==> config.mk <==
export PLATFORM = sky130hd
export DESIGN_NAME = servo_slew_limiter_8ch_core
export DESIGN_NICKNAME = d
export VERILOG_FILES = /design/src/ssl_pkg.sv /design/src/servo_slew_limiter_8ch_core.sv
export SDC_FILE = /design/constraint.sdc
export NUM_CORES = 1
export LEC_CHECK = 0
export ABC_CLOCK_PERIOD_IN_PS = 11400
export BUFFER_PORTS_ARGS = -buffer_cell sky130_fd_sc_hd__buf_4
export CAP_MARGIN = 30
export CORE_MARGIN = 4
export CORE_UTILIZATION = 65
export CTS_CLUSTER_DIAMETER = 80
export DETAILED_ROUTE_END_ITERATION = 16
export PLACE_DENSITY = 0.82
export SETUP_SLACK_MARGIN = 0.1
export SYNTH_ARGS = -nofsm -noshare
export SYNTH_HDL_FRONTEND = slang
export SYNTH_SLANG_ARGS = --single-unit
==> constraint.sdc <==
create_clock -name clk -period 11.4 [get_ports clk]
set_input_delay 0 -clock clk [delete_from_list [all_inputs] [get_ports clk]]
set_output_delay 0 -clock clk [all_outputs]
set_load 0.01 [all_outputs]
==> src/ssl_pkg.sv <==
// ----------------------------------------------------------------------------
// ssl_pkg: shared constants, types and helpers for the servo slew limiter
// Channel count, angle and step widths, and the PWM off-count conversion.
// ----------------------------------------------------------------------------
package ssl_pkg;

    localparam int NUM_CHANNELS   = 8;
    localparam int FIELD_CHANNELS = 8;
    localparam int ACT_CH         = (NUM_CHANNELS < FIELD_CHANNELS) ? NUM_CHANNELS
                                                                     : FIELD_CHANNELS;
    localparam int CH_W           = (ACT_CH > 1) ? $clog2(ACT_CH) : 1;

    localparam int ANGLE_W = 8;
    localparam int STEP_W  = 8;
    localparam int OUT_CH_W = 3;
    localparam int PULSE_W = 10;
    localparam int CFG_IDX_W = 4;

    localparam logic [ANGLE_W-1:0] ANGLE_LIMIT = 8'd180;
    localparam logic [PULSE_W-1:0] PULSE_BASE  = 10'd102;

    // 2.276 scaled by 2^16 and rounded up; the error stays far below the
    // 1/250 spacing of the exact fractional parts over the 8-bit angle range
    localparam int PULSE_MUL_W = 18;
    localparam logic [PULSE_MUL_W-1:0] PULSE_MUL = 18'd149160;
    localparam int PULSE_SHIFT = 16;
    localparam int PROD_W = ANGLE_W + PULSE_MUL_W;

    typedef logic [ANGLE_W-1:0] angle_t;
    typedef logic [STEP_W-1:0]  step_t;

    // One result word waiting for its last flag
    typedef struct packed {
        logic [CH_W-1:0] ch;
        angle_t          angle;
        logic            moving;
    } res_t;

    function automatic logic [PULSE_W-1:0] pulse_count(input angle_t angle);
        logic [PROD_W-1:0] prod;
        prod = PROD_W'(angle) * PROD_W'(PULSE_MUL);
        return PULSE_BASE + PULSE_W'(prod >> PULSE_SHIFT);
    endfunction

endpackage

==> src/servo_slew_limiter_8ch_core.sv <==
// ----------------------------------------------------------------------------
// servo_slew_limiter_8ch_core: eight-channel servo slew-rate limiter
// Moves each channel's angle toward its target by a per-channel step per tick.
// ----------------------------------------------------------------------------
// Usage:
//   Input channel (in_valid / in_stall) carries one tick word: eight target
//   angles. Output channel (out_valid / out_stall) carries one word for each
//   channel whose angle moved, in channel order, with last set on the final
//   word of the tick; a tick where nothing moves gives one idle word with
//   moving clear and last set.
//   Step registers are written through cfg_we / cfg_index / cfg_wdata while
//   the block is idle; an index beyond 7 is ignored.
//   Throughput: one channel per cycle while the output does not stall, set
//   by the single read port of the angle memory that every channel goes
//   through. The next tick word is taken while the last channel of the
//   current one is being read, so ticks follow back to back.
//   Each word passes the memory read, the update, then a lookahead word
//   that holds each mover until a later mover or the tick end sets last.
//   Reset clears the angle memory through per-entry valid bits at once and
//   loads every step register with 1. When the receiver stalls, the output
//   word holds and the pipeline backs up into in_stall; nothing is dropped.
// ----------------------------------------------------------------------------
module servo_slew_limiter_8ch_core (
    input  logic                          clk,
    input  logic                          rst_n,
    input  logic                          in_valid,
    output logic                          in_stall,
    input  logic [ssl_pkg::ANGLE_W-1:0]   target_ch0,
    input  logic [ssl_pkg::ANGLE_W-1:0]   target_ch1,
    input  logic [ssl_pkg::ANGLE_W-1:0]   target_ch2,
    input  logic [ssl_pkg::ANGLE_W-1:0]   target_ch3,
    input  logic [ssl_pkg::ANGLE_W-1:0]   target_ch4,
    input  logic [ssl_pkg::ANGLE_W-1:0]   target_ch5,
    input  logic [ssl_pkg::ANGLE_W-1:0]   target_ch6,
    input  logic [ssl_pkg::ANGLE_W-1:0]   target_ch7,
    output logic                          out_valid,
    input  logic                          out_stall,
    output logic [ssl_pkg::OUT_CH_W-1:0]  channel,
    output logic [ssl_pkg::ANGLE_W-1:0]   new_angle,
    output logic [ssl_pkg::PULSE_W-1:0]   pulse_off_count,
    output logic                          write_pwm,
    output logic                          moving,
    output logic                          last,
    input  logic                          cfg_we,
    input  logic [ssl_pkg::CFG_IDX_W-1:0] cfg_index,
    input  logic [ssl_pkg::STEP_W-1:0]    cfg_wdata
);
    import ssl_pkg::*;

    // Step registers
    step_t step_reg [FIELD_CHANNELS];

    // Tick stage: captured targets and the channel sequencer
    angle_t          tgt_reg [ACT_CH];
    logic            a_valid_reg;
    logic [CH_W-1:0] a_ch_reg;

    // Update stage: channel whose current angle is being read
    logic            b_valid_reg;
    logic [CH_W-1:0] b_ch_reg;
    angle_t          b_tgt_reg;
    step_t           b_step_reg;
    logic            b_end_reg;
    logic            seen_reg;

    // Angle memory, with a registered read port and per-entry valid bits
    angle_t          angle_mem [ACT_CH];
    logic [ACT_CH-1:0] angle_vld_reg;
    angle_t          rd_q_reg;

    // Lookahead word and output word
    res_t            p_reg;
    logic            p_valid_reg;
    logic            p_done_reg;
    logic            o_valid_reg;
    logic [OUT_CH_W-1:0] o_ch_reg;
    angle_t          o_angle_reg;
    logic [PULSE_W-1:0] o_pulse_reg;
    logic            o_write_reg;
    logic            o_moving_reg;
    logic            o_last_reg;

    angle_t  in_tgt [FIELD_CHANNELS];
    logic    a_last;
    logic    a_fire;
    logic    in_accept;
    logic    b_mover;
    logic    b_up;
    angle_t  b_diff;
    angle_t  b_new;
    logic    b_needs_p;
    logic    b_fire;
    logic    o_free;
    logic    p_send;
    logic    p_send_last;
    logic    p_load;
    res_t    p_next;
    logic    p_valid_next;
    logic    p_done_next;
    logic    wr_en;

    assign in_tgt[0] = target_ch0;
    assign in_tgt[1] = target_ch1;
    assign in_tgt[2] = target_ch2;
    assign in_tgt[3] = target_ch3;
    assign in_tgt[4] = target_ch4;
    assign in_tgt[5] = target_ch5;
    assign in_tgt[6] = target_ch6;
    assign in_tgt[7] = target_ch7;

    // ---------------------------------------------------------------- control
    assign o_free = !o_valid_reg || !out_stall;

    // Update math: step toward the target, snap when within one step
    always_comb
    begin
        b_mover = (b_tgt_reg != rd_q_reg);
        b_up    = (b_tgt_reg > rd_q_reg);
        b_diff  = b_up ? (b_tgt_reg - rd_q_reg) : (rd_q_reg - b_tgt_reg);
        if (b_diff <= b_step_reg)
        begin
            b_new = b_tgt_reg;
        end
        else if (b_up)
        begin
            b_new = rd_q_reg + b_step_reg;
        end
        else
        begin
            b_new = rd_q_reg - b_step_reg;
        end
    end

    // A mover or the end of a tick touches the lookahead word; it needs
    // that word empty or leaving for the output this cycle
    assign b_needs_p = b_mover || b_end_reg;
    assign b_fire    = b_valid_reg && (!b_needs_p || !p_valid_reg || o_free);

    // Resolve the lookahead word: a later mover means not last, the end of
    // the tick means last
    assign p_send = o_free && p_valid_reg
                    && (p_done_reg || (b_fire && b_needs_p));
    assign p_send_last = p_done_reg || !b_mover;

    // Load a mover, or the idle word for a tick without movers
    assign p_load = b_fire && (b_mover || (b_end_reg && !seen_reg));

    always_comb
    begin
        p_next       = p_reg;
        p_valid_next = p_valid_reg;
        p_done_next  = p_done_reg;
        if (p_load)
        begin
            p_next.ch     = b_mover ? b_ch_reg : '0;
            p_next.angle  = b_mover ? b_new : '0;
            p_next.moving = b_mover;
            p_valid_next  = 1'b1;
            p_done_next   = b_end_reg;
        end
        else if (p_send)
        begin
            p_valid_next = 1'b0;
            p_done_next  = 1'b0;
        end
    end

    assign a_last    = (a_ch_reg == CH_W'(ACT_CH - 1));
    assign a_fire    = a_valid_reg && (!b_valid_reg || b_fire);
    assign in_stall  = a_valid_reg && !(a_fire && a_last);
    assign in_accept = in_valid && !in_stall;

    assign wr_en = b_fire && b_mover;

    // ---------------------------------------------------------- step registers
    always_ff @(posedge clk or negedge rst_n)
    begin
        if (!rst_n)
        begin
            for (int i = 0; i < FIELD_CHANNELS; i++)
            begin
                step_reg[i] <= STEP_W'(1);
            end
        end
        else if (cfg_we && (cfg_index < CFG_IDX_W'(FIELD_CHANNELS)))
        begin
            step_reg[cfg_index[OUT_CH_W-1:0]] <= cfg_wdata;
        end
    end

    // ---------------------------------------------------------------- tick stage
    always_ff @(posedge clk or negedge rst_n)
    begin
        if (!rst_n)
        begin
            a_valid_reg <= 1'b0;
            a_ch_reg    <= '0;
        end
        else if (in_accept)
        begin
            a_valid_reg <= 1'b1;
            a_ch_reg    <= '0;
        end
        else if (a_fire)
        begin
            // advance to the next channel, drop the tick after the last one
            a_valid_reg <= !a_last;
            a_ch_reg    <= a_last ? '0 : a_ch_reg + CH_W'(1);
        end
    end

    always_ff @(posedge clk)
    begin
        if (in_accept)
        begin
            for (int i = 0; i < ACT_CH; i++)
            begin
                tgt_reg[i] <= in_tgt[i];
            end
        end
    end

    // ------------------------------------------------------------ update stage
    always_ff @(posedge clk or negedge rst_n)
    begin
        if (!rst_n)
        begin
            b_valid_reg <= 1'b0;
            seen_reg    <= 1'b0;
        end
        else
        begin
            if (a_fire)
            begin
                b_valid_reg <= 1'b1;
            end
            else if (b_fire)
            begin
                b_valid_reg <= 1'b0;
            end
            if (b_fire)
            begin
                seen_reg <= b_end_reg ? 1'b0 : (seen_reg || b_mover);
            end
        end
    end

    always_ff @(posedge clk)
    begin
        if (a_fire)
        begin
            b_ch_reg   <= a_ch_reg;
            b_tgt_reg  <= tgt_reg[a_ch_reg];
            b_step_reg <= step_reg[OUT_CH_W'(a_ch_reg)];
            b_end_reg  <= a_last;
        end
    end

    // ------------------------------------------------------------ angle memory
    always_ff @(posedge clk or negedge rst_n)
    begin
        if (!rst_n)
        begin
            angle_vld_reg <= '0;
        end
        else if (wr_en)
        begin
            angle_vld_reg[b_ch_reg] <= 1'b1;
        end
    end

    always_ff @(posedge clk)
    begin
        if (wr_en)
        begin
            angle_mem[b_ch_reg] <= b_new;
        end
    end

    // Read port; forward a write to the same channel in the same cycle
    always_ff @(posedge clk)
    begin
        if (a_fire)
        begin
            if (wr_en && (b_ch_reg == a_ch_reg))
            begin
                rd_q_reg <= b_new;
            end
            else if (angle_vld_reg[a_ch_reg])
            begin
                rd_q_reg <= angle_mem[a_ch_reg];
            end
            else
            begin
                rd_q_reg <= '0;
            end
        end
    end

    // ------------------------------------------------------ lookahead word
    always_ff @(posedge clk or negedge rst_n)
    begin
        if (!rst_n)
        begin
            p_valid_reg <= 1'b0;
            p_done_reg  <= 1'b0;
        end
        else
        begin
            p_valid_reg <= p_valid_next;
            p_done_reg  <= p_done_next;
        end
    end

    always_ff @(posedge clk)
    begin
        p_reg <= p_next;
    end

    // ----------------------------------------------------------- output word
    always_ff @(posedge clk or negedge rst_n)
    begin
        if (!rst_n)
        begin
            o_valid_reg <= 1'b0;
        end
        else if (p_send)
        begin
            o_valid_reg <= 1'b1;
        end
        else if (!out_stall)
        begin
            o_valid_reg <= 1'b0;
        end
    end

    always_ff @(posedge clk)
    begin
        if (p_send)
        begin
            o_ch_reg     <= OUT_CH_W'(p_reg.ch);
            o_angle_reg  <= p_reg.angle;
            o_pulse_reg  <= p_reg.moving ? pulse_count(p_reg.angle) : '0;
            o_write_reg  <= p_reg.moving && (p_reg.angle <= ANGLE_LIMIT);
            o_moving_reg <= p_reg.moving;
            o_last_reg   <= p_send_last;
        end
    end

    assign out_valid       = o_valid_reg;
    assign channel         = o_ch_reg;
    assign new_angle       = o_angle_reg;
    assign pulse_off_count = o_pulse_reg;
    assign write_pwm       = o_write_reg;
    assign moving          = o_moving_reg;
    assign last            = o_last_reg;

endmodule

======== Word-level counts from Yosys, hierarchy flattened ========
Memory sizes are Yosys's and may differ from the RTL's. A register that Yosys moved wholly into a read port is not among the register bits.
Index checks and enable logic that the tools add are counted.
operators by class
  add/subtract/negate cells ............... 6
  multipliers ............................. 1
  order comparisons ....................... 10
  eq/ne operators ......................... 4
  muxes and demuxes ....................... 32
  bitwise operators ....................... 3
  reduce and logical (&&, ||, !) cells .... 38
operator list
  cell                                                                          count
  64-bit bitwise mux                                                            1
  8-bit 2-to-1 mux                                                              8
  8-bit binary-select mux with 3-bit select                                     1
  8-bit demux with 3-bit select                                                 1
  8-bit subtractor                                                              3
  8-bit by 15-bit multiplier with 23-bit output, second input constant          1
  1-bit logical AND                                                             16
  1-bit 2-to-1 mux                                                              16
  7-bit by 10-bit adder with 10-bit output, first input constant                1
  1-bit logical NOT                                                             10
  1-bit logical OR                                                              9
  3-bit 2-to-1 mux                                                              3
  8-bit adder                                                                   1
  4-bit greater-or-equal comparator, second input constant                      2
  8-bit > comparator                                                            1
  8-bit <= comparator                                                           1
  8-bit <= comparator, second input constant                                    1
  3-bit by 4-bit less-than comparator with 1-bit output, second input constant  2
  8-bit != test                                                                 1
  3-bit NOT with 4-bit output                                                   2
  8-bit bitwise OR                                                              1
  2-bit nonzero test                                                            3
  4-bit by 1-bit less-than comparator with 1-bit output, second input constant  1
  4-bit less-than comparator, second input constant                             1
  other kinds (7)                                                               7
storage, ports and cells
  register bits ........................... 137
  memory bits (writable) .................. 128
  bits of input ports ..................... 81
  word-level logic and storage cells ...... 125
  memories kept ........................... 2
memories
  name       depth  bits a word  rd ports  clocked after memory_dff  wr ports  line                               text
  angle_mem  8      8            1         0                         1         servo_slew_limiter_8ch_core.sv:67  angle_t angle_mem [ACT_CH];
  tgt_reg    8      8            1         1                         8         servo_slew_limiter_8ch_core.sv:54  angle_t tgt_reg [ACT_CH];

======== Depth between registers and ports, before layout ========
  word-level depth ........................ 15
  depth in mapped cells ................... 21
  gate-level depth less buffers ........... 21

======== Worst setup path after synthesis ========
Ideal clock, no wire load.
  kind .................................... register -> register
  start point ............................. register p_reg[5] (netlist name)
  end point ............................... register o_pulse_reg[9], in the netlist pulse_off_count[9] (data pin)
  arrival time ............................ 5.082 ns
  slack ................................... 6.162 ns
  cell stages (with the launch flop) ...... 21
  buffers on the path ..................... 0
  clock period less this slack ............ 5.238 ns
  cell sequence ........................... edfxtp_1 > ha_1 > inv_1 > fa_1 > inv_1 > fa_1 > inv_1 > fa_1 > inv_1 > ha_1 > o21ai_0 > or3b_1 > a31o_2 > xnor2_1 > inv_1 > ha_1 > a2111o_1 > a31oi_1 > o2111ai_1 > or3b_1 > a41oi_2
between the ends
  word-level cells in the longest chain between the ends .. 2
RTL lines
  element                                        line                                text
  start, declared                                servo_slew_limiter_8ch_core.sv:72   res_t p_reg;
  start signal, assigned                         servo_slew_limiter_8ch_core.sv:317  p_reg <= p_next;
  8-bit by 15-bit multiplier with 23-bit output  ssl_pkg.sv:41                       prod = PROD_W'(angle) * PROD_W'(PULSE_MUL);
  7-bit by 10-bit adder with 10-bit output       ssl_pkg.sv:42                       return PULSE_BASE + PULSE_W'(prod >> PULSE_SHIFT);
  end signal, assigned                           servo_slew_limiter_8ch_core.sv:343  o_pulse_reg <= p_reg.moving ? pulse_count(p_reg.angle) : '0;
  end, declared                                  servo_slew_limiter_8ch_core.sv:78   logic [PULSE_W-1:0] o_pulse_reg;
Every way passes these cells.
A chain may end at the register's enable or synchronous reset.

======== Worst setup path in the final report ========
  start point ............................. register b_tgt_reg[0] (read register of tgt_reg)
  end point ............................... register rd_q_reg[0] (data pin)
between the ends
  elaborated cells between the ends (all ways) .. 16
  those cells by class .................... 2 x add/sub; 2 x order compare; 1 x eq/ne; 4 x mux; 7 x reduce/logical
RTL lines
  element                                                        line                                                                    text
  start, declared                                                servo_slew_limiter_8ch_core.sv:61                                       angle_t b_tgt_reg;
  8-bit subtractor / 8-bit > comparator (equally long branches)  servo_slew_limiter_8ch_core.sv:119, servo_slew_limiter_8ch_core.sv:118
  8-bit 2-to-1 mux                                               servo_slew_limiter_8ch_core.sv:119                                      b_diff = b_up ? (b_tgt_reg - rd_q_reg) : (rd_q_reg - b_tgt_reg);
  8-bit <= comparator                                            servo_slew_limiter_8ch_core.sv:120                                      if (b_diff <= b_step_reg)
  8-bit 2-to-1 mux *                                             servo_slew_limiter_8ch_core.sv:120
  via b_new[0]                                                   servo_slew_limiter_8ch_core.sv:90                                       angle_t b_new;
  8-bit 2-to-1 mux *                                             servo_slew_limiter_8ch_core.sv:285                                      if (wr_en && (b_ch_reg == a_ch_reg))
  end signal, assigned                                           servo_slew_limiter_8ch_core.sv:287                                      rd_q_reg <= b_new;
  end signal, assigned                                           servo_slew_limiter_8ch_core.sv:291                                      rd_q_reg <= angle_mem[a_ch_reg];
  end, declared                                                  servo_slew_limiter_8ch_core.sv:69                                       angle_t rd_q_reg;
The timed path passes the listed nets; every way through them passes the cells marked *.

==> results.md <==
Run status:
- The run finished with clean final reports.

STA:
- The number of pins with negative max-slew slack in the final report is 0.
- In this run the tightest slew margin relative to its limit is 0.3247.
- Setup total negative slack on the finished layout was measured at 0 ns.
- The hold violation count in the final report is 0.
- Dividing the final minimum period by the clock period gives 0.5127.
- Setup violations remaining at the end of the flow were counted as 0.
- Derived from the worst setup path, the maximum achievable clock frequency is 0.1711 GHz.
- At the pin with the least slew margin, the transition time is approximately 1.0 ns.
- Setup repair after global routing left no endpoint under its margin.
- The worst clock skew is 0.02844 ns.
- The clock period minus worst slack is 5.845 ns.

Floorplan:
- For this configuration, the core starts out at a cell density of 0.6695.
- The core area is 20560 µm².
- The floorplan step set the die height to ~150 µm.
- The die covers 23570 µm².
- The die is 153.5 µm wide.
- 107 I/O pins were placed.
- The floorplan row count is 52.

Worst setup path:
- The critical path required time is 11.72 ns.
- The largest single stage delay on the critical path is 0.72 ns.
- Data on the critical path arrives at its endpoint at 6.17 ns.
- The critical path goes through inv_1 > ha_1 > inv_1 > fa_1 > a21o_1 > a21oi_1 > o221ai_2 > nand2_1 > mux2_2 > a211oi_1 > o31ai_1 > a221oi_1 > xnor2_1 > ha_1 > nand3_1 > o21bai_1 > a22oi_1 > buf_4 > mux2i_1 > nand2_1 > o31ai_1.
- The critical path's slowest cell is mux2i_1.
- The kind of critical path is reg2reg.
- The worst setup path is launched from a register.
- The cell family contributing the most delay on the critical path is compound AO/OA/AOI/OAI gates.
- The worst-case register-to-register setup slack is 5.56 ns.
- The type of destination of the critical path is a register.
- The total buffers and inverters traversed by the critical path is 3.
- In this run the worst path has a maximum fanout of 15.

Global route:
- The first global-routing pass estimated 51170 µm of wire.
- The met3 capacity usage during global routing is 0.04019.
- The initial antenna violation count is 0.
- The combined global-route utilization of all metal layers is 0.2742.
- For this run, global-route usage on met2 was measured as 0.4901.
- For met1 alone, demand over resource in global routing was 0.3463.
- The largest net degree at the start of global routing is 68.
- Summed over all layers, the global routing overflow is 0.
- The number of global-route vias before repair is roughly 9600.
- The most utilized layer in the global route result is met2.

CTS:
- The clock tree from TritonCTS is built.
- The clock net in this run drives a total of 273 sinks.
- The maximum count of clock buffers along a single path is 3.
- Buffers inserted during clock tree synthesis total 28.
- Clock tree synthesis selected as its root buffer the cell clkbuf_16.
- The H-tree depth is 1.
- At the later pin of the worst-skew pair, clock insertion delay measures 0.56 ns.
- The post-cts sizing count is 0.
- The clock-pin slew on the worst setup and hold paths is 0.06 ns.

Layout:
- The library cell used most frequently in the layout, excluding fill and tap cells, is edfxtp_1.
- In the layout the commonest cells are edfxtp_1, buf_4, ha_1.
- In the final layout, the share of cells above drive strength 1 is 0.2863.
- 0 antenna diodes ended up in the layout.
- Compared with the post-synthesis result, the final layout area differs by 22.07%.
- For this run, the post-layout net count is 1334.
- At the end of the flow the core is filled with cells to 0.8172.

Synthesis:
- The mapped netlist covers 13760 µm².
- The Yosys step of the flow raised 0 warnings.
- In the post-synthesis netlist, the biggest area contributors are edfxtp_1, dfrtp_1, ha_1.
- In the synthesized netlist the dominant register cell turns out to be edfxtp_1.
- Counting flops and latches in the post-synthesis netlist gives 273.
- Counting flops with a built-in enable in the synthesized netlist gives 192.
- The number of distinct standard cells referenced by the synthesized netlist is between 60 and 70.
- The share of synthesized area in the top cell type comes to 0.4189.
- Of all flip-flops after synthesis, the portion carrying an async set or reset was 0.2967.
- A synthesized cell averages 14.69 µm².
- The net count after synthesis is 1129.
- The number of instances in the synthesized netlist is 937.
- Of all cell types, the one taking the most synthesized area is edfxtp_1.
- For this run, the register share of the synthesized area comes to 0.5669.

Routing:
- After the first detailed-routing iteration, the DRC count stood at 828.
- The number of DRC violations after detailed routing is 0.
- Wires add up to 31720 µm.
- The first-pass iteration count of the detailed router is 5.
- The overall via count from detail_route is approximately 9000.
- In the routed layout, each cell is associated on average with a via count of 6.103.
- In this run the remaining antenna-violating nets after routing total 0.
- Dividing the detail-routed wire length by the instance count gives around 22 µm.

Place:
- The number of input and output port buffers inserted is 106.
- The final weighted congestion in routability-driven placement is 0.8422.
- The wire-length estimate of the detail-placed layout is 19760 µm.

Hold path:
- The kind of path behind the tightest hold check is in2reg.

Flow run:
- The max-cap violation count is 0.
==> cell usage after synthesis (3+ instances only) <==
master    instances
ha_1             92
mux2_2           82
o21a_1            8
nor3b_1           4
or3_1            12
xnor2_1          20
or2_2            10
mux2i_1          17
buf_1             5
a211o_1           3
nand4_1           5
fa_1             19
nand3b_1          3
dfrtp_1          73
nor2b_1           5
a21o_1            8
mux4_2           50
inv_1            84
o31ai_1           3
nor2_1           45
a31oi_1           4
a221oi_1          3
clkbuf_1         18
nor4_1            3
edfxtp_1        192
dfstp_2           8
and3_1            3
o21ai_0          26
nand2b_1          7
xor2_1            8
nor3_1           10
nand3_1           9
nand2_1          29
a21boi_0          4
and2_1            7
a21oi_1          23
==> layer usage <==
metal  routed length, µm  vias up
met4                1112        0
met1               12170     4387
met2               16650      354
met3                1789       83
met5                   0        -
li1                    -     3921
==> final cells by class <==
cell class | count | area, µm²
inverter | 85 | 319.1
fill | 1085 | 3757
sequential | 273 | 7807
multi-input combinational | 554 | 5579
clock buffer | 30 | 708.2
clock inverter | 21 | 319.1
timing repair buffer | 200 | 1732
tap | 270 | 337.8
==> worst paths after layout <==
path / end / cells after the start / from
setup / recovery: rd_q_reg[0] / 21 / b_tgt_reg[0]
hold / removal: tgt_reg[3][6] / 2 / target_ch3[6]
setup reg to reg: rd_q_reg[0] / 21 / b_tgt_reg[0]
hold reg to reg: channel[1] / 0 / p_reg[10]
max in group asynchronous: step_reg[24] / 4 / rst_n
min in group asynchronous: step_reg[56] / 3 / rst_n
==> cells by family (layout without fill, tap and decap cells) <==
logic type               Yosys count  in the layout  share of synthesized area
flip-flops                       273            273                     0.5669
multiplexers                     149            149                     0.1613
XOR/XNOR                          28             28                    0.01782
AND/OR/NAND/NOR                  160            160                    0.05945
buffers and inverters            110            336                    0.03018
adder cells (fa/ha/maj)          111            111                     0.1113
AO/OA/AOI/OAI                    106            106                    0.05318
==> what timing repair did <==
item / 4_1_cts / 5_1_grt
hold endpoints to repair: 214 / 0
buffers inserted: 0 / 0
hold buffers: 80 / 0
==> per-stage QoR <==
stage | cell area, µm² | worst slack [ns] | cells | hold slack, ns
3_5_place_dp | 14950 | 5.657 | 1300 | -0.04605
4_1_cts | 16790 | 5.646 | 1431 | 0.1156
5_1_grt | 16800 | 5.189 | 1433 | 0.1421
2_1_floorplan | 13760 | 6.162 | 937 | -0.2956
6_report | 16800 | 5.555 | 1433 | 0.1524
3_3_place_gp | 14920 | 5.830 | 1299 | 0.1784
Power is left out: the tool's default activity adds up to more than one toggle a clock period on the data nets, which glitch-free logic cannot reach.
